$ cat src/design/pbcd_pkg.sv
// package for the serial packed-bcd add/subtract block: types, constants, digit functions
`default_nettype none

package pbcd_pkg;

   // padding and overflow extension pairs
   localparam logic [7:0] PAD_NEG = 8'h99;
   localparam logic [7:0] PAD_POS = 8'h00;
   localparam logic [7:0] EXT_NEG = 8'h89;
   localparam logic [7:0] EXT_POS = 8'h10;

   // decimal digit limits
   localparam logic [4:0] DIGIT_MAX = 5'd9;
   localparam logic [4:0] DIGIT_ADJ = 5'd6;
   localparam logic [3:0] NINE      = 4'd9;

   // action codes
   localparam logic ACT_ADD = 1'b0;
   localparam logic ACT_SUB = 1'b1;

   // one input item as held in the input register
   typedef struct packed {
      logic       action;
      logic [7:0] a_pair;
      logic [7:0] b_pair;
      logic       a_present;
      logic       b_present;
      logic       a_negative;
      logic       b_negative;
      logic       first_pair;
      logic       last_pair;
   } req_item_type;

   // one result item
   typedef struct packed {
      logic [7:0] sum_pair;
      logic       result_negative;
      logic       final_pair;
   } rsp_item_type;

   // everything the pair unit produces for one item
   typedef struct packed {
      rsp_item_type first_item;
      rsp_item_type ext_item;
      logic         append;
      logic         carry_out;
   } calc_type;

   // nine's complement of one digit, wrapping for non-decimal nibbles
   function automatic logic [3:0] nine_comp_digit(input logic [3:0] d);
      nine_comp_digit = NINE - d;
   endfunction

   // one decimal digit add with add-6 correction, returns {carry, digit}
   function automatic logic [4:0] digit_add(input logic [3:0] x, input logic [3:0] y,
                                            input logic c);
      logic [4:0] s;
      logic [4:0] adj;
      s   = {1'b0, x} + {1'b0, y} + {4'b0, c};
      adj = s + DIGIT_ADJ;
      if (s > DIGIT_MAX) begin
         digit_add = {1'b1, adj[3:0]};
      end else begin
         digit_add = {1'b0, s[3:0]};
      end
   endfunction

endpackage

`default_nettype wire

$ cat src/design/pbcd_if.sv
// valid/ready channel interfaces for input items and result items
`default_nettype none

interface pbcd_req_if;
   logic       valid;
   logic       ready;
   logic       action;
   logic [7:0] a_pair;
   logic [7:0] b_pair;
   logic       a_present;
   logic       b_present;
   logic       a_negative;
   logic       b_negative;
   logic       first_pair;
   logic       last_pair;

   modport source (output valid, action, a_pair, b_pair, a_present, b_present,
                   a_negative, b_negative, first_pair, last_pair, input ready);
   modport sink   (input valid, action, a_pair, b_pair, a_present, b_present,
                   a_negative, b_negative, first_pair, last_pair, output ready);
endinterface

interface pbcd_rsp_if;
   logic       valid;
   logic       ready;
   logic [7:0] sum_pair;
   logic       result_negative;
   logic       final_pair;

   modport source (output valid, sum_pair, result_negative, final_pair, input ready);
   modport sink   (input valid, sum_pair, result_negative, final_pair, output ready);
endinterface

`default_nettype wire

$ cat src/design/packed_bcd_serial_add_sub.sv
// top level: input register, pair unit with decimal carry, result queue
// a result item passes through the input register and then the result queue before it
// is offered on the result channel
// throughput: one input item per cycle while the result queue has room; an item that overflows yields two result
// items and waits in the input stage until the two-entry result queue is empty
// reset clears the decimal carry, the input valid flag and the result queue
`default_nettype none

module packed_bcd_serial_add_sub
   import pbcd_pkg::*;
(
   input  logic       clock,
   input  logic       reset,
   pbcd_req_if.sink   req,
   pbcd_rsp_if.source rsp
);

   req_item_type in_item_ff;
   logic         in_valid_ff;
   logic         in_valid_in;
   logic         carry_ff;
   logic         carry_in;
   logic         req_fire;
   logic         advance;
   logic         space_one;
   logic         space_two;
   calc_type     calc;

   // input stage moves on when the queue has room for all its results
   assign advance   = in_valid_ff && (calc.append ? space_two : space_one);
   assign req.ready = !in_valid_ff || advance;
   assign req_fire  = req.valid && req.ready;

   always_comb begin
      in_valid_in = req_fire ? 1'b1 : (advance ? 1'b0 : in_valid_ff);
      carry_in    = advance ? calc.carry_out : carry_ff;
   end

   // control registers
   always_ff @(posedge clock) begin
      if (reset) begin
         in_valid_ff <= 1'b0;
         carry_ff    <= 1'b0;
      end else begin
         in_valid_ff <= in_valid_in;
         carry_ff    <= carry_in;
      end
   end

   // input payload register
   always_ff @(posedge clock) begin
      if (req_fire) begin
         in_item_ff.action     <= req.action;
         in_item_ff.a_pair     <= req.a_pair;
         in_item_ff.b_pair     <= req.b_pair;
         in_item_ff.a_present  <= req.a_present;
         in_item_ff.b_present  <= req.b_present;
         in_item_ff.a_negative <= req.a_negative;
         in_item_ff.b_negative <= req.b_negative;
         in_item_ff.first_pair <= req.first_pair;
         in_item_ff.last_pair  <= req.last_pair;
      end
   end

   pbcd_pair_unit u_pair (
      .item     (in_item_ff),
      .carry_ff (carry_ff),
      .calc     (calc)
   );

   pbcd_rsp_fifo u_fifo (
      .clock     (clock),
      .reset     (reset),
      .wr_en     (advance),
      .wr_two    (calc.append),
      .wr_item0  (calc.first_item),
      .wr_item1  (calc.ext_item),
      .space_one (space_one),
      .space_two (space_two),
      .rsp       (rsp)
   );

   // checks
   a_accept_needs_slot: assert property (@(posedge clock) disable iff (reset)
      (req.valid && req.ready && in_valid_ff) |-> advance)
      else $error("item accepted while input stage held");

   a_carry_follows: assert property (@(posedge clock) disable iff (reset)
      advance |=> (carry_ff == $past(calc.carry_out)))
      else $error("decimal carry not updated");

   a_result_offered: assert property (@(posedge clock) disable iff (reset)
      advance |=> rsp.valid)
      else $error("no result after item left input stage");

   a_carry_held: assert property (@(posedge clock) disable iff (reset)
      !advance |=> $stable(carry_ff))
      else $error("decimal carry changed without an item");

endmodule

`default_nettype wire

$ cat src/design/pbcd_pair_unit.sv
// combinational pair adder: padding, nine's complement, two digit adds, sign and overflow
`default_nettype none

module pbcd_pair_unit
   import pbcd_pkg::*;
(
   input  req_item_type item,
   input  logic         carry_ff,
   output calc_type     calc
);

   logic       b_neg_eff;
   logic       carry_in;
   logic [7:0] x_pair;
   logic [7:0] y_pair;
   logic [4:0] lo_res;
   logic [4:0] hi_res;
   logic       c_out;
   logic       sign;
   logic       append;
   logic [7:0] ext_pair;

   always_comb begin
      // effective sign of b and the carry into the low digit
      b_neg_eff = item.b_negative ^ item.action;
      carry_in  = item.first_pair ? (item.action == ACT_SUB) : carry_ff;

      // operand a with sign padding
      if (item.a_present) begin
         x_pair = item.a_pair;
      end else begin
         x_pair = item.a_negative ? PAD_NEG : PAD_POS;
      end

      // operand b, complemented on subtract, padding already carries the flipped sign
      if (item.b_present) begin
         if (item.action == ACT_SUB) begin
            y_pair = {nine_comp_digit(item.b_pair[7:4]), nine_comp_digit(item.b_pair[3:0])};
         end else begin
            y_pair = item.b_pair;
         end
      end else begin
         y_pair = b_neg_eff ? PAD_NEG : PAD_POS;
      end

      // upper nibble is the lower-order digit
      lo_res = digit_add(x_pair[7:4], y_pair[7:4], carry_in);
      hi_res = digit_add(x_pair[3:0], y_pair[3:0], lo_res[4]);
      c_out  = hi_res[4];

      // sign and overflow on the last pair
      sign     = 1'b0;
      append   = 1'b0;
      ext_pair = EXT_POS;
      if (item.last_pair) begin
         if (item.a_negative == b_neg_eff) begin
            sign = item.a_negative;
            if (item.a_negative && !c_out) begin
               append   = 1'b1;
               ext_pair = EXT_NEG;
            end else if (!item.a_negative && c_out) begin
               append   = 1'b1;
               ext_pair = EXT_POS;
            end
         end else begin
            sign = !c_out;
         end
      end

      calc.first_item.sum_pair        = {lo_res[3:0], hi_res[3:0]};
      calc.first_item.result_negative = item.last_pair && !append && sign;
      calc.first_item.final_pair      = item.last_pair && !append;
      calc.ext_item.sum_pair          = ext_pair;
      calc.ext_item.result_negative   = sign;
      calc.ext_item.final_pair        = 1'b1;
      calc.append                     = append;
      calc.carry_out                  = c_out;
   end

endmodule

`default_nettype wire

$ cat src/design/pbcd_rsp_fifo.sv
// two-entry result queue that takes one or two items per cycle and drives the result channel
`default_nettype none

module pbcd_rsp_fifo
   import pbcd_pkg::*;
(
   input  logic          clock,
   input  logic          reset,
   input  logic          wr_en,
   input  logic          wr_two,
   input  rsp_item_type  wr_item0,
   input  rsp_item_type  wr_item1,
   output logic          space_one,
   output logic          space_two,
   pbcd_rsp_if.source    rsp
);

   rsp_item_type entry_ff [2];
   logic         wr_ptr_ff;
   logic         wr_ptr_in;
   logic         rd_ptr_ff;
   logic         rd_ptr_in;
   logic [1:0]   count_ff;
   logic [1:0]   count_in;
   logic         pop;
   rsp_item_type head;

   assign pop       = rsp.valid && rsp.ready;
   assign space_one = (count_ff != 2'd2);
   assign space_two = (count_ff == 2'd0);

   // pointer and fill count update
   always_comb begin
      wr_ptr_in = wr_ptr_ff;
      rd_ptr_in = rd_ptr_ff ^ pop;
      count_in  = count_ff - {1'b0, pop};
      if (wr_en) begin
         wr_ptr_in = wr_ptr_ff ^ !wr_two;
         count_in  = count_in + (wr_two ? 2'd2 : 2'd1);
      end
   end

   always_ff @(posedge clock) begin
      if (reset) begin
         wr_ptr_ff <= 1'b0;
         rd_ptr_ff <= 1'b0;
         count_ff  <= 2'd0;
      end else begin
         wr_ptr_ff <= wr_ptr_in;
         rd_ptr_ff <= rd_ptr_in;
         count_ff  <= count_in;
      end
   end

   // entry storage, second item goes to the other slot
   always_ff @(posedge clock) begin
      if (wr_en) begin
         entry_ff[wr_ptr_ff] <= wr_item0;
         if (wr_two) begin
            entry_ff[!wr_ptr_ff] <= wr_item1;
         end
      end
   end

   // head of queue onto the result channel
   assign head                = entry_ff[rd_ptr_ff];
   assign rsp.valid           = (count_ff != 2'd0);
   assign rsp.sum_pair        = head.sum_pair;
   assign rsp.result_negative = head.result_negative;
   assign rsp.final_pair      = head.final_pair;

endmodule

`default_nettype wire

$ cat src/flat_wrapper.sv
// flat-port wrapper written by rule: the top's interface ports become plain ports
module packed_bcd_serial_add_sub_flat import pbcd_pkg::*;
  (clock, reset, req_valid, req_action, req_a_pair, req_b_pair, req_a_present, req_b_present, req_a_negative, req_b_negative, req_first_pair, req_last_pair, req_ready, rsp_valid, rsp_sum_pair, rsp_result_negative, rsp_final_pair, rsp_ready);
  pbcd_req_if req_i ();
  pbcd_rsp_if rsp_i ();
  input  logic clock;
  input  logic reset;
  input wire logic [$bits(req_i.valid)-1:0] req_valid;
  input wire logic [$bits(req_i.action)-1:0] req_action;
  input wire logic [$bits(req_i.a_pair)-1:0] req_a_pair;
  input wire logic [$bits(req_i.b_pair)-1:0] req_b_pair;
  input wire logic [$bits(req_i.a_present)-1:0] req_a_present;
  input wire logic [$bits(req_i.b_present)-1:0] req_b_present;
  input wire logic [$bits(req_i.a_negative)-1:0] req_a_negative;
  input wire logic [$bits(req_i.b_negative)-1:0] req_b_negative;
  input wire logic [$bits(req_i.first_pair)-1:0] req_first_pair;
  input wire logic [$bits(req_i.last_pair)-1:0] req_last_pair;
  output wire logic [$bits(req_i.ready)-1:0] req_ready;
  output wire logic [$bits(rsp_i.valid)-1:0] rsp_valid;
  output wire logic [$bits(rsp_i.sum_pair)-1:0] rsp_sum_pair;
  output wire logic [$bits(rsp_i.result_negative)-1:0] rsp_result_negative;
  output wire logic [$bits(rsp_i.final_pair)-1:0] rsp_final_pair;
  input wire logic [$bits(rsp_i.ready)-1:0] rsp_ready;
  assign req_i.valid = req_valid;
  assign req_i.action = req_action;
  assign req_i.a_pair = req_a_pair;
  assign req_i.b_pair = req_b_pair;
  assign req_i.a_present = req_a_present;
  assign req_i.b_present = req_b_present;
  assign req_i.a_negative = req_a_negative;
  assign req_i.b_negative = req_b_negative;
  assign req_i.first_pair = req_first_pair;
  assign req_i.last_pair = req_last_pair;
  assign req_ready = req_i.ready;
  assign rsp_valid = rsp_i.valid;
  assign rsp_sum_pair = rsp_i.sum_pair;
  assign rsp_result_negative = rsp_i.result_negative;
  assign rsp_final_pair = rsp_i.final_pair;
  assign rsp_i.ready = rsp_ready;
  packed_bcd_serial_add_sub u_core (.clock(clock), .reset(reset), .req(req_i), .rsp(rsp_i));
endmodule
$ cat config.mk
export PLATFORM = sky130hd
export DESIGN_NAME = packed_bcd_serial_add_sub_flat
export DESIGN_NICKNAME = d
export VERILOG_FILES = /design/src/design/pbcd_pkg.sv /design/src/design/pbcd_if.sv /design/src/design/packed_bcd_serial_add_sub.sv /design/src/design/pbcd_pair_unit.sv /design/src/design/pbcd_rsp_fifo.sv /design/src/flat_wrapper.sv
export SDC_FILE = /design/constraint.sdc
export NUM_CORES = 1
export LEC_CHECK = 0
export BUFFER_PORTS_ARGS = -buffer_cell sky130_fd_sc_hd__clkbuf_2
export CAP_MARGIN = 30
export CORE_MARGIN = 2
export CORE_UTILIZATION = 58
export DETAILED_ROUTE_END_ITERATION = 7
export GPL_TIMING_DRIVEN = 0
export PLACE_DENSITY = 0.8
export SLEW_MARGIN = 30
export SYNTH_ARGS = -nofsm -noshare
export SYNTH_HDL_FRONTEND = slang
export SYNTH_HIERARCHICAL = 1
export SYNTH_SLANG_ARGS = --single-unit
export TNS_END_PERCENT = 1
$ cat constraint.sdc
create_clock -name clock -period 8.3 [get_ports clock]
set_clock_uncertainty 0.2 [all_clocks]
set_input_delay 1.66 -clock clock [delete_from_list [all_inputs] [get_ports clock]]
set_output_delay 1.66 -clock clock [all_outputs]
set_load 0.02 [all_outputs]
# Yosys cells after proc, flatten, opt, wreduce, memory -nomap -nowiden

Memory sizes are Yosys's and may differ from the RTL's. A register that Yosys moved wholly into a read port is not among the register bits.
Index checks and enable logic that the tools add are counted.

Flip-flop bits (word level): 29
Latch bits: 0
RAM bits: 20
Memory bits (read-only): 0
Input port bits: 27
Output and inout port bits: 12
Memories kept: 1

$add $sub $neg: 10
Multiply operators: 0
Div/mod/pow operators: 0
Order comparisons: 2
Equality and inequality tests: 2
Shift operators: 0
Multiplexer cells: 28
Bitwise operators: 3
Reduce and logical (&&, ||, !) cells: 16

Memories:

| memory                 | depth | width | rd ports | clocked after Yosys merged registers in | wr ports | line                | RTL |
|---|---|---|---|---|---|---|---|
| u_core.u_fifo.entry_ff | 2     | 10    | 1        | 1                                       | 2        | pbcd_rsp_fifo.sv:18 | `rsp_item_type entry_ff [2];` |

Operators with widths:

| cell                                                           | count |
|---|---|
| 2-to-1 mux 8 bit                                               | 8 |
| 2-to-1 mux 1 bit                                               | 16 |
| adder 4 x 4 -> 5 bit                                           | 2 |
| adder 5 x 1 -> 5 bit                                           | 2 |
| greater-than comparator 5 x 4 -> 1 bit (second input constant) | 2 |
| 2-to-1 mux 5 bit                                               | 2 |
| adder 4 x 3 -> 4 bit (second input constant)                   | 2 |
| subtractor 4 bit (first input constant)                        | 2 |
| logical AND 1 bit                                              | 7 |
| zero test 1 bit                                                | 5 |
| 2-to-1 mux 2 bit                                               | 2 |
| nonzero test 2 bit                                             | 2 |
| XOR 1 bit                                                      | 3 |
| adder 2 bit                                                    | 1 |
| zero test 2 bit                                                | 1 |
| inequality test 2 bit (second input constant)                  | 1 |
| subtractor 2 x 1 -> 2 bit                                      | 1 |
| == test 1 bit                                                  | 1 |
| logical OR 1 bit                                               | 1 |

# Depth between registers and ports, before layout

Depth in word-level cells: 20
Gate-level depth with buffers: 29

# Cells and area by module

Netlist, hierarchy kept.

Modules (own cells, without submodules):

| module                    | instances | cells each | area an instance (sq um) | seq. area each (sq um) |
|---|---|---|---|---|
| pbcd_rsp_fifo             | 1         | 83         | 1251.2                   | 680.7 |
| pbcd_pair_unit            | 1         | 116        | 892.1                    | 0.0 |
| packed_bcd_serial_add_sub | 1         | 34         | 794.5                    | 730.7 |

# Least setup slack after synthesis

Ideal clock, no wire load.

Path type: reg2out
Start: reg u_core/in_item_ff[4] (netlist name)
End: out req_ready
Data arrival time: 5.338 ns
Data required time: 6.440 ns
Setup slack: 1.102 ns
Cell stages (with the launch flop): 26
Path buffers: 2
Cells stage by stage: edfxtp_1 -> clkbuf_1 -> a21oi_1 -> xor2_1 -> fa_1 -> inv_1 -> fa_1 -> xnor2_1 -> ha_1 -> nand2b_1 -> a22o_1 -> o31a_1 -> fa_1 -> inv_1 -> fa_1 -> xnor2_1 -> ha_1 -> a22o_1 -> o31ai_4 -> inv_1 -> ha_1 -> nor2b_1 -> and2_1 -> buf_4 -> mux2i_2 -> nand2_1

RTL lines:

| element         | line                            | RTL |
|---|---|---|
| start, declared | packed_bcd_serial_add_sub.sv:18 | `req_item_type in_item_ff;` |
| end, declared   | flat_wrapper.sv:18              | `output wire logic [$bits(req_i.ready)-1:0] req_ready;` |

==> results.md <==
- Status: complete, no violations
- Seq/Total Area, Yosys: 48.0%
- Sw Pwr: 0.000351 W
- Pwr dens: 309 nW/um^2
- Worst-Skew Late Latency: 300 ps
- Worst Tran Pin Value: 589 ps
- GRT Util Overall: 17.8%
- Post-synth EDFFs: 43
- Overall routed net length: 4410 um
- Antenna diodes: 0
- Max IR drop VDD: 132 uV
- Final WS setup: 392 ps
- Die width: 75.2 um
- Global-route wire length before repair: 7440 um
- Cell Rows: 25
- GRT busiest layer: met2
- FF+latch area: 1410 um^2
- M2 GR Usage: 33.1%
- Pin count of the biggest net entering global routing: 24
- Min-Delay Endpoint: u_core/carry_ff
- Worst slack, placed: 426 ps
- CTS sink cnt: 49
- Unique masters post-synth: 42
- Hold WC Path Type: reg -> reg
- Reg2reg path depth: 28
- Die ar.: 5650 um^2
- Req. time, crit path: 6440 ps
- Drt drc: 0
- Minimum clock period: 7910 ps
- Hold Path Cell Cnt: 2
- Seq cells post-synth: 49
- Count leader, synth: edfxtp_1
- Max FO, Critical Path: 7
- Multi-input logic area: 1390 um^2
- Nets: 329
- Crit end category: output pin
- Setup crit start kind: flop
- Gpl congestion: 0.717
- Clk buf depth: 2
- Slew Limit Fails: 0
- Area leader, netlist: edfxtp_1
- Final ANT Viol Nets: 0
- Clock Tree Root: clkbuf_8
- DRT Pass-1 Iters: 4
- FFs w/ async S/R, synth: 0%
- FF-to-FF End: u_core/u_fifo/entry_ff[0][3]
- Share of layout cells above drive strength 1: 37.5%
- Antenna violations before repair: 0
- I/O pins: 39
- Fin cells: 352
- Max-slew headroom: 60.6%
- Die height: 75.2 um
- Hold_sp: u_core/carry_ff
- Clock share of power: 12.4%
- Synth warnings: 6
- P_int: 0.000686 W
- H-tree level count: 2
- Syn Area/Cell: 12.6 um^2
- Fmax: 0.126 GHz
- Top-area cell type share of the netlist area: 44.0%
- Total Power: 0.00104 W
- Total gr overflow: 0
- CTS buffer count: 5
- Comb power frac: 52.6%
- # port buffers: 38
- Hpwl dp: 3370 um
- M3 GR Usage: 4.82%
- DRT iter0 DRCs: 61
- Syn Inst Count: 233
- Critical path's slowest cell: fa_1
- Final Cycle Share: 95.3%
- Endpoints failing hold: 0
- Met1 Use GR: 19.0%
- DR vias: 1760
- DR WL/cell: 12.5 um
- Crit path DAT: 6050 ps
- R2R setup slack: 1380 ps
- Initial core utilization: 61.0%
- Vias per cell: 5.00
- Worst-path clk slew: 80 ps
- Leak Pwr: 1.46 nW
- Top post-synthesis cells by area: edfxtp_1, mux2_2, ha_1, mux2_4, dfxtp_1
- Most used DFF post-synth: edfxtp_1
- Reg2reg start: u_core/in_item_ff[4]
- Synth top cells by count: edfxtp_1, mux2_2, inv_1, ha_1, a21oi_1
- Setup-failing EPs final: 0
- Seq pwr share: 35.0%
- Post-synthesis to final-layout area growth: 14.1%
- Max-cap violations: 0
- Post-Syn Area: 2940 um^2
- Core area: 4820 um^2
- Placed cells: 342
- Worst setup path category: reg -> out
- Vias in the first global route: 1771
- Sw Ratio: 33.8%
- Worst path max stage delay: 460 ps
- CTS tree: yes
- Filler Cells Inserted: 365
## registers in the layout, summed over array words and instances (netlist names)
name / flops
u_core/u_fifo/wr_ptr_ff: 1
u_core/in_item_ff: 23
u_core/carry_ff: 1
u_core/u_fifo/rd_ptr_ff: 1
u_core/u_fifo/entry_ff: 20
u_core/u_fifo/count_ff: 2
u_core/in_valid_ff: 1
## power groups by stage
stage / Clock (W) / Sequential [W] / Combinational, W
floorplan: 0 / 0.000363 / 0.000428
detailed placement: 0 / 0.000368 / 0.000525
global placement: 0 / 0.000367 / 0.000509
finish: 0.000129 / 0.000363 / 0.000545
global route: 0.000142 / 0.000369 / 0.000611
CTS: 0.000135 / 0.000362 / 0.000529
## cells by family (layout without fill, tap and decap cells)
group | Yosys count | after routing | share of synthesized area, %
adder cells (fa/ha/maj) | 18 | 18 | 8.69
XOR/XNOR | 12 | 12 | 3.58
AO/OA/AOI/OAI | 36 | 36 | 8.82
other | 2 | 5 | 0.256
AND/OR/NAND/NOR | 48 | 48 | 9.67
buffers and inverters | 31 | 80 | 5.66
multiplexers | 37 | 37 | 15.3
flip-flops | 49 | 49 | 48.0
## area by class of cell
cell class | count | share of cell area (%)
tap | 67 | 2.50
buffer | 14 | 3.10
clock inverter | 3 | 0.373
timing repair buffer | 42 | 6.57
multi-input combinational | 156 | 41.5
sequential | 49 | 42.1
inverter | 16 | 1.79
clock buffer | 5 | 2.05
## what timing repair did
action	in CTS	in global routing
setup buffers	0	3
resized for setup	0	6
endpoints found under the setup margin	0	1
hold buffers	0	0
endpoints found under the hold margin	0	0
## worst max path at each step
stage,depth (start not counted),slack [ps],endpoint,startpoint
CTS,26,90,req_ready,u_core/in_item_ff[4]
detailed placement,26,430,req_ready,u_core/in_item_ff[4]
finish,26,390,req_ready,u_core/in_item_ff[4]
floorplan,25,1100,req_ready,u_core/in_item_ff[4]
global placement,26,550,req_ready,u_core/in_item_ff[4]
global route,26,-50,req_ready,u_core/in_item_ff[4]
## worst max-delay path, delay by kind of cell, from the launching register on
| kind | cells | cell delay (ps) |
|---|---|---|
| compound gates | 5 | 1150 |
| simple gates | 5 | 760 |
| fa+ha+maj | 7 | 2170 |
| flops | 1 | 450 |
| xor+xnor | 2 | 270 |
| buf+inv | 6 | 680 |
| mux | 1 | 250 |
## placed cells by master, fill, tap and decap left out, drive strengths merged, types with 3 or more instances in the layout
master / Yosys / layout
nand2: 7 / 7
or2: 3 / 3
clkbuf: 2 / 43
mux2i: 7 / 7
nor2b: 7 / 7
xor2: 5 / 5
conb: 2 / 5
buf: 13 / 18
a31o: 3 / 3
and2: 8 / 8
a21boi: 3 / 3
edfxtp: 43 / 43
mux2: 30 / 30
nand3: 3 / 3
a21oi: 13 / 13
inv: 16 / 16
a211oi: 5 / 5
nand3b: 3 / 3
nor2: 7 / 7
clkinv: 0 / 3
ha: 14 / 14
xnor2: 7 / 7
dfxtp: 6 / 6
nand2b: 4 / 4
nor3b: 3 / 3
fa: 4 / 4
## stage by stage
stage	instance area [um^2]	TNS [ps]	hold slack, ps	utilization [%]
floorplan	2950	0	247	-
global placement	3220	0	266	66.9
detailed placement	3230	0	295	67.1
CTS	3310	0	315	68.8
global route	3350	-46.7	331	69.6
finish	3350	0	305	69.6
## routing by layer
layer	vias up	wire (um)
li1	927	-
met1	788	1840
met2	39	2300
met3	6	203
met4	0	59
met5	-	0
No activity file was read; power rests on OpenSTA's default activity.
